<file path="src/hw/rtl/hfl_pkg.sv">
// hfl_pkg: shared types and constants for the hex float literal converter.
// No dependencies; every other file in hw/rtl but hfl_if.sv imports it.
package hfl_pkg;

    localparam int CNT_W       = 11;
    localparam int MANT_W      = 64;
    localparam int E_W         = 16;
    localparam int EXP_CLAMP_W = 13;
    localparam int EXP_CLAMP_MAX = 8191;

    localparam logic [CNT_W-1:0] CNT_MAX      = 11'd2047;
    localparam logic [CNT_W-1:0] MANT_BITS    = 11'd64;
    localparam logic [CNT_W-1:0] USED_STICKY  = 11'd60;

    localparam logic signed [E_W-1:0] E_BIAS  = 16'sd1023;
    localparam logic signed [E_W-1:0] E_INF   = 16'sd2047;
    localparam logic signed [E_W-1:0] E_FLUSH = -16'sd52;
    localparam logic signed [E_W-1:0] E_ONE   = 16'sd1;
    localparam logic signed [E_W-1:0] E_SUB_SHIFT = 16'sd9;

    localparam logic [10:0] EXP_ALL_ONES = 11'h7FF;

    // ASCII codes
    localparam logic [7:0] CH_PLUS  = 8'h2B;
    localparam logic [7:0] CH_MINUS = 8'h2D;
    localparam logic [7:0] CH_POINT = 8'h2E;
    localparam logic [7:0] CH_0     = 8'h30;
    localparam logic [7:0] CH_9     = 8'h39;
    localparam logic [7:0] CH_A_UP  = 8'h41;
    localparam logic [7:0] CH_F_UP  = 8'h46;
    localparam logic [7:0] CH_P_UP  = 8'h50;
    localparam logic [7:0] CH_X_UP  = 8'h58;
    localparam logic [7:0] CH_A_LO  = 8'h61;
    localparam logic [7:0] CH_F_LO  = 8'h66;
    localparam logic [7:0] CH_P_LO  = 8'h70;
    localparam logic [7:0] CH_X_LO  = 8'h78;

    // Literal snapshot taken on the last character
    typedef struct packed {
        logic                          bad;
        logic                          sign;
        logic [MANT_W-1:0]             mant;
        logic [CNT_W-1:0]              frac_cnt;
        logic [CNT_W-1:0]              digit_cnt;
        logic                          used_gt60;
        logic signed [EXP_CLAMP_W:0]   exp_adj;
    } t_lit;

    // Normalized mantissa and biased exponent
    typedef struct packed {
        logic                  bad;
        logic                  sign;
        logic                  zero;
        logic signed [E_W-1:0] exp;
        logic [MANT_W-1:0]     mant;
        logic                  used_gt60;
    } t_norm;

endpackage

</file>
<file path="src/hw/rtl/hfl_if.sv">
// hfl_if: stream interfaces for characters in and converted words out.
// Standalone; used by the top level and its parser and pack stages.
interface hfl_char_if;
    logic       valid;
    logic       ready;
    logic [7:0] char_code;
    logic       last;

    modport source (output valid, char_code, last, input ready);
    modport sink   (input valid, char_code, last, output ready);
endinterface

interface hfl_result_if;
    logic        valid;
    logic        ready;
    logic [63:0] value_bits;
    logic        malformed;

    modport source (output valid, value_bits, malformed, input ready);
    modport sink   (input valid, value_bits, malformed, output ready);
endinterface

</file>
<file path="src/hw/rtl/hfl_char_parser.sv">
// hfl_char_parser: input register and per-character literal state; emits a
// snapshot word on the last character. Depends on hfl_pkg and hfl_if.
module hfl_char_parser #(
    parameter int MAX_CHARS     = 256,
    parameter int EXP_SAT_WIDTH = 20
) (
    input  logic          i_clk,
    input  logic          i_rst_n,
    hfl_char_if.sink      i_char,
    output logic          o_lit_valid,
    input  logic          i_lit_ready,
    output hfl_pkg::t_lit o_lit
);
    import hfl_pkg::*;

    localparam int PW = $clog2(MAX_CHARS + 1);
    localparam int XW = EXP_SAT_WIDTH + 4;
    localparam logic [EXP_SAT_WIDTH-1:0] EXP_LIM = {EXP_SAT_WIDTH{1'b1}};

    localparam logic [1:0] PFX_SIGN = 2'd0;
    localparam logic [1:0] PFX_ZERO = 2'd1;
    localparam logic [1:0] PFX_X    = 2'd2;
    localparam logic [1:0] PFX_BODY = 2'd3;

    function automatic logic [CNT_W-1:0] sat_add4(input logic [CNT_W-1:0] v);
        logic [CNT_W:0] s;
        s = {1'b0, v} + (CNT_W+1)'(4);
        return (s > {1'b0, CNT_MAX}) ? CNT_MAX : s[CNT_W-1:0];
    endfunction

    logic       r_in_valid;
    logic [7:0] r_in_char;
    logic       r_in_last;

    logic                     r_sign,      n_sign;
    logic                     r_point,     n_point;
    logic                     r_in_exp,    n_in_exp;
    logic                     r_exp_neg,   n_exp_neg;
    logic [EXP_SAT_WIDTH-1:0] r_exp_mag,   n_exp_mag;
    logic [MANT_W-1:0]        r_mant,      n_mant;
    logic [CNT_W-1:0]         r_dcnt,      n_dcnt;
    logic [CNT_W-1:0]         r_used,      n_used;
    logic [CNT_W-1:0]         r_frac,      n_frac;
    logic [PW-1:0]            r_pos,       n_pos;
    logic                     r_err,       n_err;
    logic [1:0]               r_pfx,       n_pfx;
    logic                     r_dig_seen,  n_dig_seen;
    logic                     r_esign_seen, n_esign_seen;
    logic                     r_edig_seen, n_edig_seen;

    logic  r_lit_valid;
    t_lit  r_lit, n_lit;

    logic  adv;
    logic  is_dec, is_up, is_lo, is_hex;
    logic [3:0] dval;
    logic [XW-1:0] exp_wide, exp_calc;
    logic [EXP_SAT_WIDTH-1:0] exp_next;
    logic [EXP_CLAMP_W-1:0]   mag_cl;

    assign adv          = r_in_valid && (!r_in_last || !r_lit_valid || i_lit_ready);
    assign i_char.ready = !r_in_valid || adv;
    assign o_lit_valid  = r_lit_valid;
    assign o_lit        = r_lit;

    assign is_dec = (r_in_char >= CH_0) && (r_in_char <= CH_9);
    assign is_up  = (r_in_char >= CH_A_UP) && (r_in_char <= CH_F_UP);
    assign is_lo  = (r_in_char >= CH_A_LO) && (r_in_char <= CH_F_LO);
    assign is_hex = is_dec || is_up || is_lo;

    always_comb begin
        if (is_dec) begin
            dval = 4'(r_in_char - CH_0);
        end else if (is_up) begin
            dval = 4'(r_in_char - CH_A_UP + 8'd10);
        end else begin
            dval = 4'(r_in_char - CH_A_LO + 8'd10);
        end
    end

    // exponent * 10 + digit, saturating
    assign exp_wide = XW'(r_exp_mag);
    assign exp_calc = (exp_wide << 3) + (exp_wide << 1) + XW'(dval);
    assign exp_next = (exp_calc > XW'(EXP_LIM)) ? EXP_LIM : exp_calc[EXP_SAT_WIDTH-1:0];

    always_comb begin
        n_sign       = r_sign;
        n_point      = r_point;
        n_in_exp     = r_in_exp;
        n_exp_neg    = r_exp_neg;
        n_exp_mag    = r_exp_mag;
        n_mant       = r_mant;
        n_dcnt       = r_dcnt;
        n_used       = r_used;
        n_frac       = r_frac;
        n_pos        = r_pos;
        n_err        = r_err;
        n_pfx        = r_pfx;
        n_dig_seen   = r_dig_seen;
        n_esign_seen = r_esign_seen;
        n_edig_seen  = r_edig_seen;
        n_lit        = r_lit;
        mag_cl       = '0;

        if (adv) begin
            if (r_pos >= PW'(MAX_CHARS)) begin
                n_err = 1'b1;
            end else begin
                n_pos = r_pos + PW'(1);
                if (!r_err) begin
                    if (r_in_exp) begin
                        if ((r_in_char == CH_PLUS || r_in_char == CH_MINUS) &&
                            !r_esign_seen && !r_edig_seen) begin
                            n_esign_seen = 1'b1;
                            n_exp_neg    = (r_in_char == CH_MINUS);
                        end else if (is_dec) begin
                            n_exp_mag   = exp_next;
                            n_edig_seen = 1'b1;
                        end else begin
                            n_err = 1'b1;
                        end
                    end else begin
                        unique case (r_pfx)
                            PFX_SIGN: begin
                                if (r_in_char == CH_PLUS || r_in_char == CH_MINUS) begin
                                    n_sign = (r_in_char == CH_MINUS);
                                    n_pfx  = PFX_ZERO;
                                end else if (r_in_char == CH_0) begin
                                    n_pfx = PFX_X;
                                end else begin
                                    n_err = 1'b1;
                                end
                            end
                            PFX_ZERO: begin
                                if (r_in_char == CH_0) n_pfx = PFX_X;
                                else n_err = 1'b1;
                            end
                            PFX_X: begin
                                if (r_in_char == CH_X_LO || r_in_char == CH_X_UP) n_pfx = PFX_BODY;
                                else n_err = 1'b1;
                            end
                            PFX_BODY: begin
                                if (r_in_char == CH_POINT) begin
                                    if (r_point) n_err = 1'b1;
                                    else n_point = 1'b1;
                                end else if (r_in_char == CH_P_LO || r_in_char == CH_P_UP) begin
                                    n_in_exp = 1'b1;
                                end else if (!is_hex) begin
                                    n_err = 1'b1;
                                end else begin
                                    n_dig_seen = 1'b1;
                                    if (r_point) n_frac = sat_add4(r_frac);
                                    // leading zeros do not count as digit bits
                                    if (!(dval == 4'd0 && r_mant == '0)) begin
                                        n_dcnt = sat_add4(r_dcnt);
                                        if (dval != 4'd0) n_used = n_dcnt;
                                        if (n_dcnt <= MANT_BITS) n_mant = {r_mant[MANT_W-5:0], dval};
                                    end
                                end
                            end
                        endcase
                    end
                end
            end

            if (r_in_last) begin
                mag_cl = (n_exp_mag > EXP_SAT_WIDTH'(EXP_CLAMP_MAX)) ?
                         {EXP_CLAMP_W{1'b1}} : n_exp_mag[EXP_CLAMP_W-1:0];
                n_lit.bad       = n_err || !n_in_exp || !n_dig_seen ||
                                  (n_esign_seen && !n_edig_seen);
                n_lit.sign      = n_sign;
                n_lit.mant      = n_mant;
                n_lit.frac_cnt  = n_frac;
                n_lit.digit_cnt = n_dcnt;
                n_lit.used_gt60 = (n_used > USED_STICKY);
                n_lit.exp_adj   = n_exp_neg ? -$signed({1'b0, mag_cl}) : $signed({1'b0, mag_cl});

                n_sign       = 1'b0;
                n_point      = 1'b0;
                n_in_exp     = 1'b0;
                n_exp_neg    = 1'b0;
                n_exp_mag    = '0;
                n_mant       = '0;
                n_dcnt       = '0;
                n_used       = '0;
                n_frac       = '0;
                n_pos        = '0;
                n_err        = 1'b0;
                n_pfx        = PFX_SIGN;
                n_dig_seen   = 1'b0;
                n_esign_seen = 1'b0;
                n_edig_seen  = 1'b0;
            end
        end
    end

    always_ff @(posedge i_clk) begin
        if (!i_rst_n) begin
            r_in_valid   <= 1'b0;
            r_lit_valid  <= 1'b0;
            r_sign       <= 1'b0;
            r_point      <= 1'b0;
            r_in_exp     <= 1'b0;
            r_exp_neg    <= 1'b0;
            r_exp_mag    <= '0;
            r_mant       <= '0;
            r_dcnt       <= '0;
            r_used       <= '0;
            r_frac       <= '0;
            r_pos        <= '0;
            r_err        <= 1'b0;
            r_pfx        <= PFX_SIGN;
            r_dig_seen   <= 1'b0;
            r_esign_seen <= 1'b0;
            r_edig_seen  <= 1'b0;
        end else begin
            if (i_char.ready) r_in_valid <= i_char.valid;
            if (adv && r_in_last) r_lit_valid <= 1'b1;
            else if (i_lit_ready) r_lit_valid <= 1'b0;
            r_sign       <= n_sign;
            r_point      <= n_point;
            r_in_exp     <= n_in_exp;
            r_exp_neg    <= n_exp_neg;
            r_exp_mag    <= n_exp_mag;
            r_mant       <= n_mant;
            r_dcnt       <= n_dcnt;
            r_used       <= n_used;
            r_frac       <= n_frac;
            r_pos        <= n_pos;
            r_err        <= n_err;
            r_pfx        <= n_pfx;
            r_dig_seen   <= n_dig_seen;
            r_esign_seen <= n_esign_seen;
            r_edig_seen  <= n_edig_seen;
        end
    end

    always_ff @(posedge i_clk) begin
        if (i_char.ready && i_char.valid) begin
            r_in_char <= i_char.char_code;
            r_in_last <= i_char.last;
        end
        r_lit <= n_lit;
    end

endmodule

</file>
<file path="src/hw/rtl/hfl_normalize.sv">
// hfl_normalize: leading-one search, binary exponent and mantissa alignment
// to bit 60, registered. Depends on hfl_pkg.
module hfl_normalize (
    input  logic           i_clk,
    input  logic           i_rst_n,
    input  logic           i_valid,
    output logic           o_ready,
    input  hfl_pkg::t_lit  i_lit,
    output logic           o_valid,
    input  logic           i_ready,
    output hfl_pkg::t_norm o_norm
);
    import hfl_pkg::*;

    logic             r_valid;
    t_norm            r_norm, n_norm;
    logic [5:0]       top;
    logic [CNT_W-1:0] extra;

    assign o_ready = !r_valid || i_ready;
    assign o_valid = r_valid;
    assign o_norm  = r_norm;

    always_comb begin
        top = '0;
        for (int i = 0; i < MANT_W; i++) begin
            if (i_lit.mant[i]) top = 6'(i);
        end
    end

    // digits dropped past 64 bits still scale the value
    assign extra = (i_lit.digit_cnt > MANT_BITS) ? (i_lit.digit_cnt - MANT_BITS) : '0;

    always_comb begin
        n_norm.bad       = i_lit.bad;
        n_norm.sign      = i_lit.sign;
        n_norm.zero      = (i_lit.mant == '0);
        n_norm.used_gt60 = i_lit.used_gt60;
        n_norm.exp       = E_BIAS + $signed({10'd0, top}) - $signed({5'd0, i_lit.frac_cnt})
                           + $signed({5'd0, extra}) + E_W'(i_lit.exp_adj);
        if (top <= 6'd60) n_norm.mant = i_lit.mant << (6'd60 - top);
        else n_norm.mant = i_lit.mant >> (top - 6'd60);
    end

    always_ff @(posedge i_clk) begin
        if (!i_rst_n) begin
            r_valid <= 1'b0;
        end else if (o_ready) begin
            r_valid <= i_valid;
        end
    end

    always_ff @(posedge i_clk) begin
        if (o_ready && i_valid) r_norm <= n_norm;
    end

endmodule

</file>
<file path="src/hw/rtl/hfl_round_pack.sv">
// hfl_round_pack: round to nearest even, subnormal shift, flush and
// saturation, packing into the binary64 output register. Depends on hfl_pkg, hfl_if.
module hfl_round_pack (
    input  logic           i_clk,
    input  logic           i_rst_n,
    input  logic           i_valid,
    output logic           o_ready,
    input  hfl_pkg::t_norm i_norm,
    hfl_result_if.source   o_result
);
    import hfl_pkg::*;

    logic        r_valid;
    logic [63:0] r_bits, n_bits;
    logic        r_mal;

    logic signed [E_W-1:0] sh_w, em1;
    logic [5:0]            sh;
    logic [63:0]           mask, q, sign_word;
    logic                  rb, rm, eb;

    assign o_ready           = !r_valid || o_result.ready;
    assign o_result.valid    = r_valid;
    assign o_result.value_bits = r_bits;
    assign o_result.malformed  = r_mal;

    always_comb begin
        sh_w = E_SUB_SHIFT - i_norm.exp;
        em1  = i_norm.exp - E_ONE;
        // subnormals shift further by one bit per step below exponent one
        if (i_norm.exp < E_ONE) sh = sh_w[5:0];
        else sh = 6'd8;
        mask = (64'd1 << (sh - 6'd1)) - 64'd1;
        rb   = i_norm.mant[sh - 6'd1];
        rm   = |(i_norm.mant & mask);
        eb   = i_norm.mant[sh];
        q    = i_norm.mant >> sh;
        if (rb && (rm || i_norm.used_gt60 || eb)) q = q + 64'd1;
        sign_word = {i_norm.sign, 63'd0};

        priority if (i_norm.bad) begin
            n_bits = '0;
        end else if (i_norm.zero || i_norm.exp < E_FLUSH) begin
            n_bits = sign_word;
        end else if (i_norm.exp >= E_INF) begin
            n_bits = sign_word | {1'b0, EXP_ALL_ONES, 52'd0};
        end else if (i_norm.exp >= E_ONE) begin
            // rounding carry runs into the exponent field
            n_bits = sign_word | ({1'b0, em1[10:0], 52'd0} + q);
        end else begin
            n_bits = sign_word | q;
        end
    end

    always_ff @(posedge i_clk) begin
        if (!i_rst_n) begin
            r_valid <= 1'b0;
        end else if (o_ready) begin
            r_valid <= i_valid;
        end
    end

    always_ff @(posedge i_clk) begin
        if (o_ready && i_valid) begin
            r_bits <= n_bits;
            r_mal  <= i_norm.bad;
        end
    end

endmodule

</file>
<file path="src/hw/rtl/hex_float_literal_to_double_unit.sv">
// Path: the input register, the literal snapshot, normalize and output registers.
// Throughput: one character per cycle unless a last character meets a full
// snapshot, set by the parser state update; words wait in the output register.
// Reset: synchronous, active low; clears the literal state and all valid flags.
// Depends on hfl_pkg, hfl_if, hfl_char_parser, hfl_normalize, hfl_round_pack.
module hex_float_literal_to_double_unit #(
    parameter int MAX_CHARS     = 256,
    parameter int EXP_SAT_WIDTH = 20
) (
    input  logic         i_clk,
    input  logic         i_rst_n,
    hfl_char_if.sink     i_char,
    hfl_result_if.source o_result
);
    import hfl_pkg::*;

    logic  lit_valid, lit_ready;
    t_lit  lit;
    logic  norm_valid, norm_ready;
    t_norm norm;

    hfl_char_parser #(
        .MAX_CHARS     (MAX_CHARS),
        .EXP_SAT_WIDTH (EXP_SAT_WIDTH)
    ) u_parser (
        .i_clk       (i_clk),
        .i_rst_n     (i_rst_n),
        .i_char      (i_char),
        .o_lit_valid (lit_valid),
        .i_lit_ready (lit_ready),
        .o_lit       (lit)
    );

    hfl_normalize u_normalize (
        .i_clk   (i_clk),
        .i_rst_n (i_rst_n),
        .i_valid (lit_valid),
        .o_ready (lit_ready),
        .i_lit   (lit),
        .o_valid (norm_valid),
        .i_ready (norm_ready),
        .o_norm  (norm)
    );

    hfl_round_pack u_round_pack (
        .i_clk    (i_clk),
        .i_rst_n  (i_rst_n),
        .i_valid  (norm_valid),
        .o_ready  (norm_ready),
        .i_norm   (norm),
        .o_result (o_result)
    );

endmodule

</file>
<file path="src/flat_wrapper.sv">
// flat-port wrapper written by rule: the top's interface ports become plain ports
module hex_float_literal_to_double_unit_flat import hfl_pkg::*;
#(
    parameter int MAX_CHARS     = 256,
    parameter int EXP_SAT_WIDTH = 20
)
  (i_clk, i_rst_n, i_char_valid, i_char_char_code, i_char_last, i_char_ready, o_result_valid, o_result_value_bits, o_result_malformed, o_result_ready);
  hfl_char_if i_char_i ();
  hfl_result_if o_result_i ();
  input  logic i_clk;
  input  logic i_rst_n;
  input wire logic [$bits(i_char_i.valid)-1:0] i_char_valid;
  input wire logic [$bits(i_char_i.char_code)-1:0] i_char_char_code;
  input wire logic [$bits(i_char_i.last)-1:0] i_char_last;
  output wire logic [$bits(i_char_i.ready)-1:0] i_char_ready;
  output wire logic [$bits(o_result_i.valid)-1:0] o_result_valid;
  output wire logic [$bits(o_result_i.value_bits)-1:0] o_result_value_bits;
  output wire logic [$bits(o_result_i.malformed)-1:0] o_result_malformed;
  input wire logic [$bits(o_result_i.ready)-1:0] o_result_ready;
  assign i_char_i.valid = i_char_valid;
  assign i_char_i.char_code = i_char_char_code;
  assign i_char_i.last = i_char_last;
  assign i_char_ready = i_char_i.ready;
  assign o_result_valid = o_result_i.valid;
  assign o_result_value_bits = o_result_i.value_bits;
  assign o_result_malformed = o_result_i.malformed;
  assign o_result_i.ready = o_result_ready;
  hex_float_literal_to_double_unit #(.MAX_CHARS(MAX_CHARS), .EXP_SAT_WIDTH(EXP_SAT_WIDTH)) u_core (.i_clk(i_clk), .i_rst_n(i_rst_n), .i_char(i_char_i), .o_result(o_result_i));
endmodule
</file>
<file path="config.mk">
export PLATFORM = sky130hd
export DESIGN_NAME = hex_float_literal_to_double_unit_flat
export DESIGN_NICKNAME = d
export VERILOG_FILES = /design/src/hw/rtl/hfl_pkg.sv /design/src/hw/rtl/hfl_if.sv /design/src/hw/rtl/hfl_char_parser.sv /design/src/hw/rtl/hfl_normalize.sv /design/src/hw/rtl/hfl_round_pack.sv /design/src/hw/rtl/hex_float_literal_to_double_unit.sv /design/src/flat_wrapper.sv
export SDC_FILE = /design/constraint.sdc
export NUM_CORES = 2
export LEC_CHECK = 0
export ABC_AREA = 1
export BUFFER_PORTS_ARGS = -buffer_cell sky130_fd_sc_hd__buf_2
export CAP_MARGIN = 20
export CORE_UTILIZATION = 30
export DETAILED_ROUTE_END_ITERATION = 8
export GPL_ROUTABILITY_DRIVEN = 0
export PLACE_DENSITY = 0.41
export SYNTH_ARGS = -nofsm -noshare
export SYNTH_HDL_FRONTEND = slang
export SYNTH_SLANG_ARGS = --single-unit
</file>
<file path="constraint.sdc">
create_clock -name i_clk -period 19.4 [get_ports i_clk]
set_clock_uncertainty 0.05 [all_clocks]
set_input_delay 0.97 -clock i_clk [delete_from_list [all_inputs] [get_ports i_clk]]
set_output_delay 0.97 -clock i_clk [all_outputs]
set_load 0.01 [all_outputs]
</file>
==> impl_metrics.xml <==
<?xml version="1.0" encoding="UTF-8"?>
<metrics>
  <group name="outcome">
    <metric name="status" unit="">complete, no violations</metric>
  </group>
  <group name="placement">
    <metric name="dpl.hpwl" unit="um">113000</metric>
    <metric name="pre_cts_slack" unit="ns">8.92</metric>
    <metric name="dp.cells" unit="">7115</metric>
    <metric name="buffer_ports.inserted" unit="">79</metric>
  </group>
  <group name="worst_setup_path">
    <metric name="crit_path_top_delay_cell" unit="">sky130_fd_sc_hd__o311ai_0</metric>
    <metric name="worst_ep_required_time" unit="ns">19.72</metric>
    <metric name="startpoint_type" unit="">flip-flop</metric>
    <metric name="crit_arrival" unit="ns">10.86</metric>
    <metric name="worst_setup_path_end_kind" unit="">flip-flop</metric>
    <metric name="cp_num_buf_inv" unit="">11</metric>
    <metric name="critPathMaxStageDelay" unit="ns">0.57</metric>
    <metric name="worst_path_most_repeated_cell" unit="">sky130_fd_sc_hd__nor2_1</metric>
    <metric name="critPathTopFamily" unit="">simple AND/OR/NAND/NOR gates</metric>
    <metric name="timing.setup.critical_path_class" unit="">flip-flop to flip-flop</metric>
    <metric name="critical_path.max_fanout" unit="">54</metric>
  </group>
  <group name="drt">
    <metric name="drt_iter0_drc" unit="">4005</metric>
    <metric name="wl" unit="um">149000</metric>
    <metric name="detailroute.via_count" unit="">38600</metric>
    <metric name="firstDrtPassIters" unit="">6</metric>
    <metric name="antenna_violating_nets_post_route" unit="">0</metric>
    <metric name="detail_route.vias_per_cell" unit="">5.36</metric>
    <metric name="drc" unit="">0</metric>
    <metric name="detail_route.wl_per_cell" unit="um">20.6</metric>
  </group>
  <group name="clocking">
    <metric name="cts.sinks" unit="">400</metric>
    <metric name="h-tree-depth" unit="">2</metric>
    <metric name="clock-root-buffer" unit="">sky130_fd_sc_hd__clkbuf_16</metric>
    <metric name="numCtsBuffers" unit="">50</metric>
    <metric name="post-cts-setup-buffer-count" unit="">0</metric>
    <metric name="worst_setup_hold_path_clk_slew" unit="ns">0.06</metric>
    <metric name="postCtsHoldBufs" unit="">0</metric>
    <metric name="cts_tree" unit="">yes</metric>
    <metric name="cts-resized-gates" unit="">0</metric>
    <metric name="max-clock-path-buffers" unit="">3</metric>
    <metric name="clk-insertion-delay-late" unit="ns">0.64</metric>
  </group>
  <group name="yosys">
    <metric name="netlist.top_cell.by_area" unit="">sky130_fd_sc_hd__edfxtp_1</metric>
    <metric name="number_of_enable_flip_flop_cells_after_synthesis" unit="">260</metric>
    <metric name="top_flip_flop_cell_by_instance_count_after_synthesis" unit="">sky130_fd_sc_hd__edfxtp_1</metric>
    <metric name="area_fraction_of_the_dominant_cell_type_after_synthesis" unit="%">21.5</metric>
    <metric name="synth_area" unit="um^2">36300</metric>
    <metric name="yosysUniqueCellTypes" unit="">73</metric>
    <metric name="synth-seq-area-share" unit="%">29.3</metric>
    <metric name="synth_register_bits" unit="">400</metric>
    <metric name="post-synth-top-count-cell" unit="">sky130_fd_sc_hd__nand2_1</metric>
    <metric name="syn_inst" unit="">5670</metric>
    <metric name="syn-num-nets" unit="">5804</metric>
    <metric name="syn_area_per_cell" unit="um^2">6.40</metric>
    <metric name="async_reset_ff_share" unit="%">0</metric>
    <metric name="synth.top_cells.by_area" unit="">sky130_fd_sc_hd__edfxtp_1 22%, sky130_fd_sc_hd__nand3_1 16%, sky130_fd_sc_hd__nand2_1 13%</metric>
    <metric name="synth.cells.most_frequent" unit="">1300 x sky130_fd_sc_hd__nand2_1, 1186 x sky130_fd_sc_hd__nand3_1, 623 x sky130_fd_sc_hd__inv_1, 420 x sky130_fd_sc_hd__o21ai_0, 378 x sky130_fd_sc_hd__nor2_1</metric>
    <metric name="synth-warning-count" unit="">0</metric>
  </group>
  <group name="die">
    <metric name="die-width" unit="um">350</metric>
    <metric name="num_rows" unit="">127</metric>
    <metric name="num_io_pins" unit="">80</metric>
    <metric name="design.die.area" unit="um^2">122000</metric>
    <metric name="core_area" unit="um^2">120000</metric>
    <metric name="fp.dieH" unit="um">350</metric>
    <metric name="start_util" unit="%">30.2</metric>
  </group>
  <group name="global_route">
    <metric name="overflow" unit="">0</metric>
    <metric name="global_route.usage.total" unit="%">23.8</metric>
    <metric name="grt_pass1_vias" unit="">36200</metric>
    <metric name="grt_max_degree" unit="">121</metric>
    <metric name="grt_antenna_before_repair" unit="">2</metric>
    <metric name="wire_length_of_the_first_global_routing_pass" unit="um">225000</metric>
  </group>
  <group name="timing">
    <metric name="slew-limit-headroom" unit="%">20.8</metric>
    <metric name="timing.final.hold_violations" unit="">0</metric>
    <metric name="grt_setup_unrepaired" unit="">false</metric>
    <metric name="tightest_slew" unit="ns">1.19</metric>
    <metric name="final_period_minus_worst_setup_slack" unit="ns">10.54</metric>
    <metric name="timing.setup.tns" unit="ns">0</metric>
    <metric name="fin_ws" unit="ns">8.86</metric>
    <metric name="max_freq" unit="MHz">94.9</metric>
    <metric name="layout_worst_path_cycle_share" unit="%">54.3</metric>
    <metric name="timing.final.setup_violations" unit="">0</metric>
    <metric name="timing_max_transition_violations_final" unit="">0</metric>
  </group>
  <group name="pwr">
    <metric name="static-leakage-power" unit="nW">16.7</metric>
    <metric name="power_per_cell_area" unit="nW/um^2">57.3</metric>
    <metric name="ir_drop" unit="V">0.0000996</metric>
  </group>
  <group name="min_path">
    <metric name="hold_path_class" unit="">flip-flop to flip-flop</metric>
  </group>
  <group name="job">
    <metric name="max_cap_violation_count" unit="">0</metric>
  </group>
  <group name="cells_and_area">
    <metric name="layout.cells.non_filler" unit="">7210</metric>
    <metric name="layout-drive-gt1-share" unit="%">6.50</metric>
    <metric name="layout-area-overhead-vs-synth" unit="%">9.27</metric>
    <metric name="post-route-util" unit="%">33.0</metric>
    <metric name="finish.net_count" unit="">5690</metric>
  </group>
</metrics>
per-layer routing:
layer	routed length, um	global-route usage [%]	vias up
li1	-	-	19000
met5	0	0	-
met1	68400	33.2	18200
met4	4680	7.47	0
met3	8190	2.34	205
met2	67300	38.3	1187
registers in the layout (all words and copies together), names as in the netlist, 2 cells and up:
register / count
u_core.u_parser.r_exp_mag: 20
u_core.u_parser.r_mant: 64
u_core.u_parser.r_frac: 11
u_core.u_round_pack.o_result.value_bits: 64
u_core.u_parser.r_pfx: 2
u_core.u_parser.o_lit: 103
u_core.u_parser.r_in_char: 8
u_core.u_normalize.o_norm: 83
u_core.u_parser.r_used: 11
u_core.u_parser.r_dcnt: 11
u_core.u_parser.r_pos: 9
layout make-up:
cell class / instances / area (um^2)
fillers: 13400 / 80300
diodes: 1 / 2.50
well taps: 1612 / 2020
clock inverters: 34 / 325
inverters: 654 / 2470
clock buffers: 59 / 1280
repair buffers: 129 / 768
flip-flops and latches: 400 / 10600
multi-input cells: 4321 / 22100
power by group:
group / switching (mW) / internal (mW) / total, mW
sequential: 0.0117 / 0.918 / 0.930
combinational: 0.305 / 0.110 / 0.415
clock: 0.385 / 0.541 / 0.926
total: 0.701 / 1.57 / 2.27
kinds of logic after synthesis:
group	count (synthesis)	share of synthesized area (%)
simple gates	3230	40.5
buf+inv	949	10.1
compound gates	857	12.8
flops	400	29.3
fa+ha+maj	121	4.51
xor+xnor	91	2.31
mux	22	0.607
layout by cell type, fill, tap and decap left out, drive strengths merged, types with 3 or more instances in the layout:
| cell | Yosys | final |
|---|---|---|
| nand2 | 1315 | 1315 |
| nand3 | 1192 | 1192 |
| inv | 646 | 649 |
| o21ai | 431 | 431 |
| nor2 | 403 | 403 |
| a21oi | 280 | 280 |
| edfxtp | 260 | 260 |
| dfxtp | 140 | 140 |
| buf | 72 | 129 |
| ha | 105 | 105 |
| nand4 | 100 | 100 |
| nor3 | 97 | 97 |
| xor2 | 71 | 71 |
| clkbuf | 223 | 59 |
| nor4 | 53 | 53 |
| or2 | 50 | 50 |
| clkinv | 8 | 32 |
| o22ai | 27 | 27 |
| a31oi | 26 | 26 |
| o211ai | 23 | 23 |
| mux2i | 22 | 22 |
| xnor2 | 20 | 20 |
| fa | 16 | 16 |
| a211oi | 12 | 12 |
| o21a | 8 | 8 |
| o31ai | 6 | 6 |
| nand3b | 6 | 6 |
| o2111ai | 5 | 5 |
| and2 | 5 | 5 |
| o21bai | 5 | 5 |
| bufinv | 0 | 5 |
| a32o | 4 | 4 |
| and3 | 4 | 4 |
| o221ai | 4 | 4 |
| nor3b | 4 | 4 |
| a221oi | 4 | 4 |
| a21o | 3 | 3 |
metrics by stage:
stage	hold WS, ns	power, mW	instance area [um^2]
after floorplan	0.350	1.23	36300
after global placement	0.364	1.36	38000
after detailed placement	0.367	1.36	38000
after CTS	0.395	2.30	39600
after global routing	0.392	2.38	39600
final	0.392	2.27	39600
final timing paths:
| path | from | endpoint | slack [ns] | cells after the start |
|---|---|---|---|---|
| min | u_core.u_parser.o_lit[101] | u_core.u_normalize.o_norm[82] | 0.39 | 0 |
| max | u_core.u_normalize.o_norm[66] | u_core.u_round_pack.o_result.value_bits[63] | 8.86 | 64 |
| min reg2reg | u_core.u_parser.o_lit[101] | u_core.u_normalize.o_norm[82] | 0.39 | 0 |
| max reg2reg | u_core.u_normalize.o_norm[66] | u_core.u_round_pack.o_result.value_bits[63] | 8.86 | 64 |
No activity file was read; power rests on OpenSTA's default activity.
